===== config.mk =====
export PLATFORM = sky130hd
export DESIGN_NAME = aes_key_ram
export DESIGN_NICKNAME = d
export VERILOG_FILES = /design/src/hdl/aes_key_ram.sv
export SDC_FILE = /design/constraint.sdc
export NUM_CORES = 2
export LEC_CHECK = 0
export BUFFER_PORTS_ARGS = -buffer_cell sky130_fd_sc_hd__buf_4
export CAP_MARGIN = 25
export CORE_ASPECT_RATIO = 0.6
export CORE_MARGIN = 10
export CORE_UTILIZATION = 50
export CTS_CLUSTER_DIAMETER = 30
export CTS_CLUSTER_SIZE = 20
export DETAILED_ROUTE_END_ITERATION = 7
export GPL_TIMING_DRIVEN = 0
export PLACE_DENSITY = 0.66
export SETUP_SLACK_MARGIN = 0.2
export SLEW_MARGIN = 40
export SYNTH_ARGS = -nofsm -noshare
export SYNTH_HDL_FRONTEND = slang
export SYNTH_SLANG_ARGS = --single-unit
export TNS_END_PERCENT = 20

===== constraint.sdc =====
create_clock -name clk -period 13.9 [get_ports clk]
set_input_delay 1.39 -clock clk [delete_from_list [all_inputs] [get_ports clk]]
set_output_delay 1.39 -clock clk [all_outputs]
set_load 0.005 [all_outputs]

===== src/hdl/aes_key_ram.sv =====
`default_nettype none
// ----------------------------------------------------------------------------
// aes_key_ram
// Simple dual-port RAM: one write port, one read port, registered read data.
// ----------------------------------------------------------------------------
module aes_key_ram #(
  parameter int DEPTH = 15,
  parameter int WIDTH = 128,
  parameter int AW    = $clog2(DEPTH)
) (
  input  wire logic             clk,
  input  wire logic             we,
  input  wire logic [AW-1:0]    waddr,
  input  wire logic [WIDTH-1:0] wdata,
  input  wire logic             re,
  input  wire logic [AW-1:0]    raddr,
  output      logic [WIDTH-1:0] rdata
);

  logic [WIDTH-1:0] mem [DEPTH];

  always_ff @(posedge clk) begin
    if (we) begin
      mem[waddr] <= wdata;
    end
  end

  always_ff @(posedge clk) begin
    if (re) begin
      rdata <= mem[raddr];
    end
  end

endmodule
`default_nettype wire


==> impl_metrics.json <==
{
  "overflow": 0,
  "placed_cell_area_sq_um": 84800,
  "drv_cap": 0,
  "grt.total_usage_pct": 22.9,
  "dieHeight_um": 324,
  "routed_wl_um": 198000,
  "drcViolationCount": 0,
  "dp_slack_ns": 9.33,
  "cp_slowest_cell": "clkbuf_1",
  "fp-row-count": 111,
  "clkLatencyLatePin_ns": 0.93,
  "end_kind": "flip-flop",
  "numPortBuffers": 264,
  "synth-xor-area-share_pct": 0,
  "io_pins": 267,
  "drive_gt1_share_pct": 29.3,
  "switching_share_pct": 21.7,
  "hold_buffers": 0,
  "synth_top_family_by_area": "multiplexers",
  "crit_type": "input port to flip-flop",
  "slew_headroom_pct": 39.6,
  "vias": 40000,
  "detail_route.vias_per_cell": 5.95,
  "status": "complete, no violations",
  "synth_area_leaders": "edfxtp_1, mux4_2, mux2i_1",
  "dp.cells": 6207,
  "seq_area_sq_um": 61500,
  "antenna_left": 0,
  "cts_buffer_depth": 4,
  "ys_ff_latch": 2048,
  "post_drt_wl_per_cell_um": 29.4,
  "muxShareOfSynthArea_pct": 12.5,
  "synthSimpleGateAreaFrac_pct": 1.88,
  "first_global_vias": 40100,
  "fin_area_sq_um": 94500,
  "clkSlewWorstSetupHoldPaths_ns": 0.06,
  "p_seq_share_pct": 46.5,
  "p_leak_nw": 32.1,
  "rsz0062_at_grt": "false",
  "dp_hpwl_um": 131000,
  "synth_top_area_cell": "edfxtp_1",
  "crit_fanout": 10,
  "worst_pin_slew_ns": 0.906,
  "hold_slack_ns": 0.673,
  "synth_fa_ha_area_share_pct": 0,
  "ir_worst_vdd_uv": 151,
  "synth.lib_cells_used.distinct": 30,
  "gp_congestion": 0.744,
  "arrival_ns": 4.46,
  "syn_to_final_growth_pct": 22.8,
  "start_kind": "input port",
  "post_cts_buffers": 0,
  "async_flop_share_pct": 0,
  "initialDrtViolationCount": 5087,
  "crit_required_ns": 14.55,
  "cts_tree": "done",
  "fmax_mhz": 263,
  "root_buffer": "clkbuf_16",
  "fin_nets": 4610,
  "cts_resized": 0,
  "fillers": 10500,
  "clkPwrFrac_pct": 48.5,
  "start_util_pct": 50.4,
  "coreArea_sq_um": 153000,
  "syn_area_sq_um": 76900,
  "setup_tns_ns": 0,
  "yosysWarnings": 0,
  "fp.dieW_um": 526,
  "synth_cells": 3682,
  "synth_edf_count": 2048,
  "grt_start_max_net_pins": 64,
  "fin_worst_skew_ns": 0.0648,
  "grt_pass1_wl_um": 285000,
  "period_needed_ns": 3.81,
  "cp_slowest_stage_delay_ns": 0.72,
  "switching_power_mw": 3.26,
  "die_area_sq_um": 170000,
  "netlist.area_leader.share_pct": 79.9,
  "fin_util_pct": 61.8,
  "crit_top_cell": "buf_2",
  "power_frac_comb_pct": 5.0,
  "p_int_mw": 11.8,
  "powerDensity_nw_per_um2": 159,
  "slew_viol_final": 0,
  "final_hold_viol_count": 0,
  "clock-sinks": 2048,
  "synth_compound_area_share_pct": 4.09,
  "hold_path_class": "flip-flop to flip-flop",
  "multi_input_area_sq_um": 14300,
  "power_mw": 15.1,
  "cts_made_buffers": 296,
  "drtPass1Iterations": 8,
  "yosysSeqAreaShare_pct": 79.9,
  "fin_ws_ns": 10.09,
  "fin_crit_sh_pct": 27.4,
  "synth_flop_cell": "edfxtp_1",
  "synth_nets": 3821,
  "setup_viol_count_final": 0,
  "antenna_found_initial": 19,
  "htree_levels": 5,
  "stdcell_count": 6728,
  "avgSynthCellArea_sq_um": 20.9,
  "path_cells": "buf_4 > buf_2 > buf_2 > buf_2 > clkbuf_1 > a31oi_1 > o21ai_1"
}
-- critical path, delay by kind of cell --
family                 cells  cell delay, ns
AOI/OAI and AO/OA          2            0.78
buffers and inverters      5            2.25
-- placed cells by master (no fill, tap or decap), types with 29 or more instances in the layout --
| cell type | netlist | routed |
|---|---|---|
| nand2b_1 | 122 | 122 |
| bufinv_16 | 0 | 30 |
| clkbuf_1 | 69 | 88 |
| a31oi_1 | 116 | 116 |
| clkinvlp_4 | 0 | 29 |
| inv_6 | 0 | 32 |
| buf_8 | 0 | 62 |
| mux2i_1 | 360 | 360 |
| edfxtp_1 | 2048 | 2048 |
| clkbuf_16 | 0 | 300 |
| o21ai_1 | 103 | 105 |
| buf_2 | 55 | 99 |
| o22ai_1 | 116 | 116 |
| clkinv_1 | 1 | 29 |
| clkinv_2 | 0 | 31 |
| mux4_2 | 268 | 268 |
| nand2_1 | 130 | 130 |
| buf_4 | 50 | 374 |
| a22oi_1 | 128 | 128 |
| buf_16 | 0 | 57 |
-- metal layers --
| layer | vias up | routed length, um | global-route usage, % |
|---|---|---|---|
| li1 | 16900 | - | - |
| met2 | 1965 | 90300 | 34.4 |
| met1 | 20800 | 84200 | 33.5 |
| met5 | - | 112 | 0 |
| met4 | 16 | 4860 | 7.07 |
| met3 | 336 | 18300 | 5.38 |
-- power by group through the flow --
stage                     sequential (mW)  clock (mW)  combinational, mW
after global routing                 7.01        7.66              0.805
after floorplan                      7.14           0              0.353
after CTS                            7.00        7.38              0.760
final                                7.00        7.30              0.754
after detailed placement             7.13           0              0.756
after global placement               7.16           0              0.707
-- synth_stat cells (11+ instances only) --
library cell,instances
a21oi_1,12
a22oi_1,128
a31oi_1,116
buf_1,11
buf_2,55
buf_4,50
buf_6,22
clkbuf_1,69
edfxtp_1,2048
mux2i_1,360
mux4_2,268
nand2_1,130
nand2b_1,122
nor2_1,31
o211ai_1,12
o21ai_0,13
o21ai_1,103
o22ai_1,116
-- cell type report --
| cell class | count | share of cell area, % |
|---|---|---|
| Sequential cell | 2048 | 65.1 |
| Multi-Input combinational cell | 1424 | 15.2 |
| Clock buffer | 325 | 8.05 |
| Timing Repair Buffer | 491 | 5.50 |
| Tap cell | 2034 | 2.69 |
| Clock inverter | 187 | 2.15 |
| Buffer | 207 | 1.28 |
| Antenna cell | 9 | 0.0238 |
| Inverter | 3 | 0.0119 |
-- registers in the layout, indices dropped and copies added, names as in the netlist --
signal / count
rdata: 128
mem: 1920
-- worst paths after layout --
check / from / endpoint / slack, ns / cells past startpoint
max: raddr[2] / rdata[76] / 10.09 / 7
min: mem[14][55] / rdata[55] / 0.67 / 2
max reg2reg: mem[1][8] / rdata[8] / 12.04 / 3
min reg2reg: mem[14][55] / rdata[55] / 0.67 / 2
-- cell families (layout without fill, tap and decap cells) --
group	count (synthesis)	in the layout
buf+inv	210	1213
other cells	0	9
flops	2048	2048
compound gates	500	500
mux	628	628
simple gates	296	296
Power figures use the tool's default switching activity.
